**config.mk**
```make
export PLATFORM = sky130hd
export DESIGN_NAME = touch_point_poll_i2c_master
export DESIGN_NICKNAME = d
export VERILOG_FILES = /design/src/hdl/tppi2c_pkg.sv /design/src/hdl/tppi2c_obuf.sv /design/src/hdl/touch_point_poll_i2c_master.sv
export VERILOG_INCLUDE_DIRS = /design/src /design/src/hdl
export SDC_FILE = /design/constraint.sdc
export NUM_CORES = 1
export LEC_CHECK = 0
export ABC_AREA = 1
export BUFFER_PORTS_ARGS = -buffer_cell sky130_fd_sc_hd__buf_2
export CAP_MARGIN = 40
export CORE_AREA = 3 3 149 151
export CTS_CLUSTER_DIAMETER = 30
export DETAILED_ROUTE_END_ITERATION = 7
export DIE_AREA = 0 0 152 154
export PLACE_DENSITY_LB_ADDON = 0.08
export SETUP_SLACK_MARGIN = 0.2
export SYNTH_ARGS = -nofsm -noshare
export SYNTH_HDL_FRONTEND = slang
export SYNTH_SLANG_ARGS = --single-unit
export TNS_END_PERCENT = 30
```
**constraint.sdc**
```tcl
create_clock -name clk -period 6.59 [get_ports clk]
set_clock_uncertainty 0.1 [all_clocks]
set_input_delay 0.9885 -clock clk [delete_from_list [all_inputs] [get_ports clk]]
set_output_delay 0.9885 -clock clk [all_outputs]
set_load 0.01 [all_outputs]
```
**src/hdl/touch_point_poll_i2c_master_assert.svh**
```systemverilog
// Assertion macros used by the touch point poll I2C master RTL.
`ifndef TOUCH_POINT_POLL_I2C_MASTER_ASSERT_SVH
`define TOUCH_POINT_POLL_I2C_MASTER_ASSERT_SVH

// Same-cycle implication, checked outside reset.
`define TPPI2C_ASSERT_NOW(label, ante, cons) \
	label: assert property (@(posedge clk) disable iff (!arst_n) (ante) |-> (cons)) \
		else $error("%m: check failed");

// Next-cycle implication, checked outside reset.
`define TPPI2C_ASSERT_NEXT(label, ante, cons) \
	label: assert property (@(posedge clk) disable iff (!arst_n) (ante) |=> (cons)) \
		else $error("%m: check failed");

`endif

```
**src/hdl/tppi2c_pkg.sv**
```systemverilog
// Package: word types and register indexes of the touch point poll I2C master.
`timescale 1ns / 1ps
`default_nettype none
package tppi2c_pkg;

	localparam int CFG_IDX_W  = 2;
	localparam int CFG_DATA_W = 16;

	localparam logic [CFG_IDX_W-1:0] CFG_DEV_ADDR   = 2'd0;
	localparam logic [CFG_IDX_W-1:0] CFG_STATUS_REG = 2'd1;
	localparam logic [CFG_IDX_W-1:0] CFG_POINT_REG  = 2'd2;
	localparam logic [CFG_IDX_W-1:0] CFG_ACK_TMO    = 2'd3;

	localparam logic [7:0]  DEV_ADDR_RST   = 8'd186;
	localparam logic [15:0] STATUS_REG_RST = 16'd33102;
	localparam logic [15:0] POINT_REG_RST  = 16'd33104;
	localparam logic [7:0]  ACK_TMO_RST    = 8'd200;

	typedef struct packed {
		logic start_scan;
		logic sda_in;
	} tppi2c_in_t;

	typedef struct packed {
		logic        scl_level;
		logic        sda_level;
		logic        busy_res;
		logic        point_valid;
		logic [2:0]  point_index;
		logic [15:0] point_x;
		logic [15:0] point_y;
		logic [15:0] point_size;
		logic        scan_done;
		logic        scan_found;
		logic [2:0]  touch_count;
	} tppi2c_out_t;

endpackage
`default_nettype wire

```
**src/hdl/tppi2c_obuf.sv**
```systemverilog
// Two-word result queue that decouples the sequencer from a stalling receiver.
`timescale 1ns / 1ps
`default_nettype none
module tppi2c_obuf (
	input  wire logic                     clk,
	input  wire logic                     arst_n,
	input  wire logic                     push,
	input  wire tppi2c_pkg::tppi2c_out_t  push_data,
	output logic                          full,
	output logic                          out_valid,
	input  wire logic                     out_ready,
	output tppi2c_pkg::tppi2c_out_t       out_data
);
	import tppi2c_pkg::*;

	logic [1:0]  cnt_q;
	tppi2c_out_t head_q;
	tppi2c_out_t tail_q;
	logic        pop;

	assign out_valid = (cnt_q != 2'd0);
	assign full      = (cnt_q == 2'd2);
	assign out_data  = head_q;
	assign pop       = out_valid && out_ready;

	always_ff @(posedge clk or negedge arst_n) begin
		if (!arst_n) begin
			cnt_q <= 2'd0;
		end else begin
			if (push && !pop) begin
				cnt_q <= cnt_q + 2'd1;
			end else if (pop && !push) begin
				cnt_q <= cnt_q - 2'd1;
			end
		end
	end

	always_ff @(posedge clk) begin
		if (pop) begin
			if (cnt_q == 2'd2) begin
				head_q <= tail_q;
			end else if (push) begin
				head_q <= push_data;
			end
		end else if (push) begin
			if (cnt_q == 2'd0) begin
				head_q <= push_data;
			end else begin
				tail_q <= push_data;
			end
		end
	end

endmodule
`default_nettype wire

```
**src/hdl/touch_point_poll_i2c_master.sv**
```systemverilog
// Top level: touch point poll I2C master sequencer with config registers.
//
// Usage: every input word on in_data is one half-bit bus tick from a
// prescaler; it carries a scan request and the sampled SDA level. Each
// accepted word yields exactly one result word on out_data with the SCL/SDA
// drive levels, busy flag, touch point reports and the end-of-scan summary.
// The result for a word is written into the result queue when it is accepted.
// Throughput: one word per cycle while the result queue has space; the phase
// sequencer settles next state and result in a single combinational pass
// between its state registers and the two-word result queue.
// A stalled receiver fills the result queue; in_ready drops once two words
// wait, and the sequencer holds its state until space frees up.
// Reset returns the sequencer to idle (bus released, no scan), empties the
// queue and restores the configuration registers to their defaults.
// Configuration words on cfg_index/cfg_data are taken every cycle and must
// only be written while no scan is running and the queue is empty.
`timescale 1ns / 1ps
`default_nettype none
`include "touch_point_poll_i2c_master_assert.svh"
module touch_point_poll_i2c_master #(
	parameter int MAX_POINTS = 5
) (
	input  wire logic                               clk,
	input  wire logic                               arst_n,
	input  wire logic                               in_valid,
	output logic                                    in_ready,
	input  wire tppi2c_pkg::tppi2c_in_t             in_data,
	output logic                                    out_valid,
	input  wire logic                               out_ready,
	output tppi2c_pkg::tppi2c_out_t                 out_data,
	input  wire logic                               cfg_valid,
	output logic                                    cfg_ready,
	input  wire logic [tppi2c_pkg::CFG_IDX_W-1:0]   cfg_index,
	input  wire logic [tppi2c_pkg::CFG_DATA_W-1:0]  cfg_data
);
	import tppi2c_pkg::*;

	localparam int PE_W = $clog2(MAX_POINTS + 1);
	localparam int BC_W = $clog2(8 * MAX_POINTS + 1);
	localparam int CW   = PE_W + 3;

	typedef enum logic [4:0] {
		PH_IDLE, S_START, S_DEVW, S_REGH, S_REGL, S_STOP1, S_RSTART, S_DEVR,
		S_READ, S_STOP2, D_START, D_DEVW, D_REGH, D_REGL, D_STOP1, D_RSTART,
		D_DEVR, D_READ, D_STOP2, C_START, C_DEVW, C_REGH, C_REGL, C_DATA,
		C_STOP
	} phase_t;

	typedef enum logic [2:0] {
		K_NONE, K_START, K_STOP, K_READ, K_WRITE
	} kind_t;

	function automatic kind_t phase_kind(input phase_t p);
		kind_t k;
		unique case (p)
			S_START, S_RSTART, D_START, D_RSTART, C_START: k = K_START;
			S_STOP1, S_STOP2, D_STOP1, D_STOP2, C_STOP:    k = K_STOP;
			S_READ, D_READ:                                k = K_READ;
			S_DEVW, S_REGH, S_REGL, S_DEVR, D_DEVW, D_REGH, D_REGL, D_DEVR,
			C_DEVW, C_REGH, C_REGL, C_DATA:                k = K_WRITE;
			default:                                       k = K_NONE;
		endcase
		return k;
	endfunction

	// configuration registers
	logic [7:0]  dev_addr_q;
	logic [15:0] status_reg_q;
	logic [15:0] point_reg_q;
	logic [7:0]  ack_tmo_q;

	// sequencer state
	phase_t          phase_q;
	logic [3:0]      bit_q;
	logic            half_q;
	logic            abort_q;
	logic [7:0]      shift_q;
	logic [BC_W-1:0] byte_q;
	logic [7:0]      poll_q;
	logic [7:0]      status_q;
	logic [PE_W-1:0] pts_q;
	logic [15:0]     x_q;
	logic [15:0]     y_q;
	logic [7:0]      szl_q;

	phase_t          nx_phase;
	logic [3:0]      nx_bit;
	logic            nx_half;
	logic            nx_abort;
	logic [7:0]      nx_shift;
	logic [BC_W-1:0] nx_byte;
	logic [7:0]      nx_poll;
	logic [7:0]      nx_status;
	logic [PE_W-1:0] nx_pts;
	logic [15:0]     nx_x;
	logic [15:0]     nx_y;
	logic [7:0]      nx_szl;

	phase_t          ph;
	kind_t           kind;
	logic [3:0]      bc;
	logic            hf;
	logic            ab;
	logic [PE_W-1:0] pe;
	logic            launch;
	logic            active;
	logic            goto_en;
	phase_t          goto_ph;
	logic [7:0]      wv;
	logic [7:0]      rd_byte;
	logic [CW-1:0]   byte_inc;
	logic [CW-1:0]   byte_total;
	logic [8:0]      poll_inc;
	logic [3:0]      st_cnt;
	tppi2c_out_t     res;
	logic            accept;
	logic            buf_full;

	assign accept   = in_valid && in_ready;
	assign in_ready = !buf_full;
	assign cfg_ready = 1'b1;

	always_comb begin
		launch = (phase_kind(phase_q) == K_NONE) && in_data.start_scan;
		active = (phase_kind(phase_q) != K_NONE) || in_data.start_scan;
		ph     = launch ? S_START : phase_q;
		kind   = phase_kind(ph);
		bc     = launch ? 4'd0 : bit_q;
		hf     = launch ? 1'b0 : half_q;
		ab     = launch ? 1'b0 : abort_q;
		pe     = launch ? '0 : pts_q;

		nx_phase  = ph;
		nx_bit    = bc;
		nx_half   = hf;
		nx_abort  = ab;
		nx_shift  = shift_q;
		nx_byte   = byte_q;
		nx_poll   = poll_q;
		nx_status = status_q;
		nx_pts    = pe;
		nx_x      = x_q;
		nx_y      = y_q;
		nx_szl    = szl_q;
		goto_en   = 1'b0;
		goto_ph   = ph;

		res           = '0;
		res.scl_level = 1'b1;
		res.sda_level = 1'b1;

		rd_byte    = {shift_q[6:0], in_data.sda_in};
		byte_inc   = CW'(byte_q) + CW'(1);
		byte_total = {pts_q, 3'b000};
		poll_inc   = {1'b0, poll_q} + 9'd1;
		st_cnt     = status_q[3:0];

		unique case (ph)
			S_DEVW, D_DEVW, C_DEVW: wv = dev_addr_q;
			S_DEVR, D_DEVR:         wv = dev_addr_q | 8'h01;
			S_REGH, C_REGH:         wv = status_reg_q[15:8];
			S_REGL, C_REGL:         wv = status_reg_q[7:0];
			D_REGH:                 wv = point_reg_q[15:8];
			D_REGL:                 wv = point_reg_q[7:0];
			default:                wv = 8'h00;
		endcase

		if (!active) begin
			nx_phase = PH_IDLE;
		end else begin
			res.busy_res = 1'b1;
			if (ab) begin
				// forced STOP after an ACK timeout, then carry on
				res.scl_level = (bc != 4'd0);
				res.sda_level = (bc == 4'd2);
				if (bc >= 4'd2) begin
					nx_abort = 1'b0;
					goto_en  = 1'b1;
					goto_ph  = phase_t'(ph + 5'd1);
				end else begin
					nx_bit = bc + 4'd1;
				end
			end else begin
				unique case (kind)
					K_START: begin
						res.scl_level = (bc != 4'd2);
						res.sda_level = (bc == 4'd0);
						if (bc >= 4'd2) begin
							goto_en = 1'b1;
							goto_ph = phase_t'(ph + 5'd1);
						end else begin
							nx_bit = bc + 4'd1;
						end
					end
					K_STOP: begin
						res.scl_level = (bc != 4'd0);
						res.sda_level = (bc == 4'd2);
						if (bc >= 4'd2) begin
							goto_en = 1'b1;
							priority if (ph == S_STOP2) begin
								if (!status_q[7]) begin
									res.scan_done = 1'b1;
									goto_ph       = PH_IDLE;
								end else if (st_cnt != 4'd0 && 32'(st_cnt) <= MAX_POINTS) begin
									nx_pts  = PE_W'(st_cnt);
									goto_ph = D_START;
								end else begin
									goto_ph = C_START;
								end
							end else if (ph == D_STOP2) begin
								goto_ph = C_START;
							end else if (ph == C_STOP) begin
								res.scan_done   = 1'b1;
								res.scan_found  = (pe != '0);
								res.touch_count = 3'(pe);
								goto_ph         = PH_IDLE;
							end else begin
								goto_ph = phase_t'(ph + 5'd1);
							end
						end else begin
							nx_bit = bc + 4'd1;
						end
					end
					K_READ: begin
						res.scl_level = hf;
						if (bc < 4'd8) begin
							if (hf) begin
								nx_shift = rd_byte;
								nx_half  = 1'b0;
								nx_bit   = bc + 4'd1;
								if (bc == 4'd7) begin
									if (ph != D_READ) begin
										nx_status = rd_byte;
									end else begin
										unique case (byte_q[2:0])
											3'd1: nx_x[7:0]  = rd_byte;
											3'd2: nx_x[15:8] = rd_byte;
											3'd3: nx_y[7:0]  = rd_byte;
											3'd4: nx_y[15:8] = rd_byte;
											3'd5: nx_szl     = rd_byte;
											3'd6: begin
												res.point_valid = 1'b1;
												res.point_index = 3'(byte_q[BC_W-1:3]);
												res.point_x     = x_q;
												res.point_y     = y_q;
												res.point_size  = {rd_byte, szl_q};
											end
											default: ;
										endcase
									end
								end
							end else begin
								nx_half = 1'b1;
							end
						end else begin
							// ACK all record bytes but the last, NACK the status byte
							res.sda_level = (ph != D_READ) || (byte_inc >= byte_total);
							if (hf) begin
								if (ph != D_READ) begin
									goto_en = 1'b1;
									goto_ph = phase_t'(ph + 5'd1);
								end else begin
									nx_byte = BC_W'(byte_inc);
									if (byte_inc >= byte_total) begin
										goto_en = 1'b1;
										goto_ph = D_STOP2;
									end else begin
										nx_bit  = 4'd0;
										nx_half = 1'b0;
									end
								end
							end else begin
								nx_half = 1'b1;
							end
						end
					end
					K_WRITE: begin
						if (bc < 4'd8) begin
							res.scl_level = hf;
							res.sda_level = wv[3'd7 - bc[2:0]];
							if (hf) begin
								nx_half = 1'b0;
								nx_bit  = bc + 4'd1;
							end else begin
								nx_half = 1'b1;
							end
						end else if (!hf) begin
							res.scl_level = 1'b0;
							nx_poll       = 8'd0;
							nx_half       = 1'b1;
						end else begin
							// poll the ACK with SCL held high
							if (!in_data.sda_in) begin
								goto_en = 1'b1;
								goto_ph = phase_t'(ph + 5'd1);
							end else if (poll_inc > {1'b0, ack_tmo_q}) begin
								nx_abort = 1'b1;
								nx_bit   = 4'd0;
								nx_half  = 1'b0;
							end else begin
								nx_poll = poll_inc[7:0];
							end
						end
					end
					default: ;
				endcase
			end
		end

		if (goto_en) begin
			nx_phase = goto_ph;
			nx_bit   = 4'd0;
			nx_half  = 1'b0;
			if (goto_ph == D_READ) begin
				nx_byte = '0;
			end
		end
	end

	always_ff @(posedge clk or negedge arst_n) begin
		if (!arst_n) begin
			phase_q  <= PH_IDLE;
			bit_q    <= 4'd0;
			half_q   <= 1'b0;
			abort_q  <= 1'b0;
			shift_q  <= 8'd0;
			byte_q   <= '0;
			poll_q   <= 8'd0;
			status_q <= 8'd0;
			pts_q    <= '0;
			x_q      <= 16'd0;
			y_q      <= 16'd0;
			szl_q    <= 8'd0;
		end else if (accept) begin
			phase_q  <= nx_phase;
			bit_q    <= nx_bit;
			half_q   <= nx_half;
			abort_q  <= nx_abort;
			shift_q  <= nx_shift;
			byte_q   <= nx_byte;
			poll_q   <= nx_poll;
			status_q <= nx_status;
			pts_q    <= nx_pts;
			x_q      <= nx_x;
			y_q      <= nx_y;
			szl_q    <= nx_szl;
		end
	end

	always_ff @(posedge clk or negedge arst_n) begin
		if (!arst_n) begin
			dev_addr_q   <= DEV_ADDR_RST;
			status_reg_q <= STATUS_REG_RST;
			point_reg_q  <= POINT_REG_RST;
			ack_tmo_q    <= ACK_TMO_RST;
		end else if (cfg_valid && cfg_ready) begin
			unique case (cfg_index)
				CFG_DEV_ADDR:   dev_addr_q   <= cfg_data[7:0];
				CFG_STATUS_REG: status_reg_q <= cfg_data;
				CFG_POINT_REG:  point_reg_q  <= cfg_data;
				CFG_ACK_TMO:    ack_tmo_q    <= cfg_data[7:0];
				default: ;
			endcase
		end
	end

	tppi2c_obuf u_obuf (
		.clk       (clk),
		.arst_n    (arst_n),
		.push      (accept),
		.push_data (res),
		.full      (buf_full),
		.out_valid (out_valid),
		.out_ready (out_ready),
		.out_data  (out_data)
	);

	`TPPI2C_ASSERT_NEXT(a_idle_holds, accept && phase_q == PH_IDLE && !in_data.start_scan, phase_q == PH_IDLE)
	`TPPI2C_ASSERT_NEXT(a_done_to_idle, accept && res.scan_done, phase_q == PH_IDLE && !abort_q)
	`TPPI2C_ASSERT_NOW(a_point_in_read, accept && res.point_valid, phase_q == D_READ && half_q && !res.scan_done)
	`TPPI2C_ASSERT_NOW(a_abort_bounded, abort_q, phase_q != PH_IDLE && bit_q <= 4'd2)
	`TPPI2C_ASSERT_NOW(a_points_bounded, 1'b1, 32'(pts_q) <= MAX_POINTS)

endmodule
`default_nettype wire
```
==> impl_metrics.ini <==
[global_route]
grt_max_degree = 61
grt_pass1_vias = 10100
antenna_found_initial = 0
grt_pass1_wl_um = 51600
grtUsageTotal_pct = 26.7
grt-ovfl-total = 0

[placement]
dp.cells = 1786
gp_congestion = 0.972
port_buffers = 86
place_hpwl_um = 21400

[synthesis]
synthSimpleGateAreaFrac_pct = 23.7
yosysSeqAreaShare_pct = 54.9
synth_fp_nets = 1512
syn_area_um2 = 12500
synth_compound_area_share_pct = 9.34
syn_avg_cell_area_um2 = 8.60
synthAdderAreaFrac_pct = 2.89
yosys.cell_types.count = 50
yosysWarnings = 0
synth.mux.area_fraction_pct = 0.898
ys_seq_elements = 250
syn_inst = 1458
synth-xor-area-share_pct = 1.12
synth_top_family_by_area = simple AND/OR/NAND/NOR gates

[flow_run]
drv_cap = 0

[die]
core_area_um2 = 21000
die_w_um = 152
start_util_pct = 59.8
die_height_um = 154
fp-row-count = 53
die_area_um2 = 23400
io_pins = 88

[hold_path]
hp-start = shift_q[1]$_DFFE_PN0P_
hold_path_class = flop to flop

[clocking]
cts_resized = 0
cts.path.max_buffers = 3
cts_tree = built
ctsHoldBuffers = 0
clock_sinks = 250
clk_pin_slew_ns = 0.05
cts-root-buf = clkbuf_16
h-tree-depth = 2
cts_inserted_buffers = 44
post_cts.repair.setup_buffers = 0
insertion_delay_ns = 0.54

[worst_setup_path]
critPathLaunchType = flop
critPathBufInv = 7
critPathRequiredTime_ns = 6.91
crit_top_cell = nand2_1
crit_type = flop to flop
slowest_delay_ns = 0.55
cp_slowest_cell = dfrtp_1
critPathTopFamily = simple AND/OR/NAND/NOR gates
path_max_fanout = 20
crit_path_end_kind = flop
critical_path_arrival_ns = 5.56
rrSetupSlack_ns = 1.35

[route]
vias = 10300
wirelength_um = 31500
firstDrtPassIters = 6
avgRoutedWirePerCell_um = 16.8
via_per_inst = 5.49
drt-initial-drc-count = 853
drc_errors = 0
detail-route-antenna-nets = 0

[finish]
antenna_cells = 0
fin_nets = 1611
layout-drive-gt1-share_pct = 14.6
layoutNonFillerInstCount = 1868
areaGrowthSynthToFinish_pct = 18.0

[sta]
hold_viol = 0
fin_crit_ns = 5.24
period_share_pct = 79.6
tightest_slew_ns = 0.852
fin_setup_tns_ns = 0
rsz0062_at_grt = no
fmax_mhz = 191
slew_headroom_pct = 43.2
finalMaxSlewViolations = 0
setup_viol = 0

[power]
p_leak_nw = 6.73
max-vdd-ir-drop_mv = 0.374
power_per_cell_area_nw_per_um2 = 507

[outcome]
status = finished clean
flip-flops by register name, indices dropped and copies added, names as in the netlist, 5 cells and up, named ones only:
name	count
u_obuf.out_data	60
u_obuf.tail_q	60
point_reg_q	16
status_reg_q	16
x_q	16
y_q	16
ack_tmo_q	8
dev_addr_q	8
poll_q	8
szl_q	8
shift_q	7
byte_q	6
status_q	5
metal layers:
metal | track usage (%) | part of all wire [%] | routed length [um] | vias to the layer above
met5 | 0 | 0 | 0 | -
met4 | 9.59 | 3.4 | 1080 | 0
met3 | 4.70 | 6.5 | 2050 | 90
met2 | 44.6 | 48 | 15000 | 375
met1 | 35.5 | 42 | 13300 | 4835
li1 | - | - | - | 4958
through the flow:
stage	power (mW)	setup slack [ns]	instance area (um^2)	util, %	hold slack, ns
after detailed placement	5.15	1.50	13200	63.2	0.367
after floorplan	4.27	0.272	12500	-	0.353
after global placement	5.13	1.58	13200	62.9	0.358
after CTS	7.49	1.46	14800	70.6	0.382
after global routing	7.99	0.831	14800	70.6	0.401
final	7.50	1.35	14800	70.6	0.377
cell usage after synthesis (all sizes together):
library cell | count | area (um^2)
inv | 169 | 639
o2111ai | 1 | 8.76
dfrtp | 112 | 2800
a21oi | 42 | 214
nor4 | 2 | 18.8
nand3b | 1 | 7.51
nor3 | 12 | 71.3
a21boi | 1 | 7.51
xnor2 | 1 | 8.76
clkbuf | 34 | 128
and3 | 2 | 12.5
nand2 | 437 | 1660
o21ai | 149 | 753
and2 | 1 | 6.26
mux2 | 10 | 113
nand3 | 87 | 473
a211oi | 3 | 22.5
o22ai | 12 | 75.1
a31oi | 1 | 6.26
edfxtp | 120 | 3600
o31ai | 3 | 22.5
buf | 15 | 121
or4 | 1 | 7.51
dfstp | 18 | 473
xor2 | 15 | 131
clkinv | 3 | 11.3
a21o | 1 | 7.51
nor2 | 153 | 619
nand4 | 15 | 93.8
a22oi | 2 | 15.0
a32oi | 1 | 8.76
o211ai | 4 | 30.0
ha | 29 | 363
conb | 1 | 3.75
cell type report:
type / count / area (um^2)
repair buffers: 102 / 588
flip-flops and latches: 250 / 6880
inverters: 172 / 651
clock inverters: 30 / 397
fillers: 1634 / 6170
well taps: 275 / 344
multi-input cells: 987 / 4780
clock buffers: 52 / 1150
layout by cell type (no fill, tap or decap), types with 2 or more instances in the layout:
| cell | count |
|---|---|
| o21ai_2 | 2 |
| buf_2 | 85 |
| inv_6 | 2 |
| o21ai_0 | 114 |
| a211oi_1 | 3 |
| clkinvlp_4 | 8 |
| nor3_1 | 10 |
| nand3_2 | 5 |
| o31ai_1 | 2 |
| nand2_2 | 6 |
| clkbuf_16 | 44 |
| clkinv_2 | 3 |
| inv_1 | 165 |
| nand4_1 | 15 |
| inv_2 | 2 |
| nor2_2 | 2 |
| o22ai_1 | 12 |
| nor2_4 | 2 |
| clkbuf_8 | 2 |
| o211ai_1 | 4 |
| inv_4 | 2 |
| clkinv_1 | 6 |
| nand2_1 | 431 |
| clkbuf_1 | 6 |
| clkinv_4 | 4 |
| buf_8 | 2 |
| a21oi_1 | 41 |
| dfrtp_1 | 112 |
| nor2_8 | 2 |
| buf_4 | 14 |
| xor2_1 | 15 |
| nand3_1 | 81 |
| o21ai_1 | 33 |
| mux2_2 | 10 |
| edfxtp_1 | 120 |
| ha_1 | 29 |
| bufinv_16 | 6 |
| dfstp_2 | 18 |
| and3_1 | 2 |
| nor2_1 | 147 |
worst reg2reg max path, delay by kind of cell (launching register included):
kind	cells	cell delay [ns]
AO/OA/AOI/OAI	2	0.44
adder cells (fa/ha/maj)	2	0.65
buffers and inverters	7	1.11
flip-flops	1	0.55
AND/OR/NAND/NOR	17	2.28
kinds of logic after synthesis:
group                      after synthesis
xor gates and xnor gates                16
muxes                                   10
AOI/OAI and AO/OA                      220
DFF                                    250
buffers and inverters                  221
adders and majority gates               29
other                                    1
and+or+nand+nor                        711
power by group:
part           internal, mW  switching, mW
Combinational         0.872           2.09
Clock                  1.51          0.815
Sequential             2.04          0.171
worst paths after layout:
check | to | cells after the start
setup / recovery | byte_q[3]$_DFFE_PN0P_ | 28
max in group asynchronous | point_reg_q[8]$_DFFE_PN1P_ | 3
hold / removal | shift_q[2]$_DFFE_PN0P_ | 2
setup reg to reg | byte_q[3]$_DFFE_PN0P_ | 28
hold reg to reg | shift_q[2]$_DFFE_PN0P_ | 2
min in group asynchronous | szl_q[6]$_DFFE_PN0P_ | 1
Power figures use the tool's default switching activity.
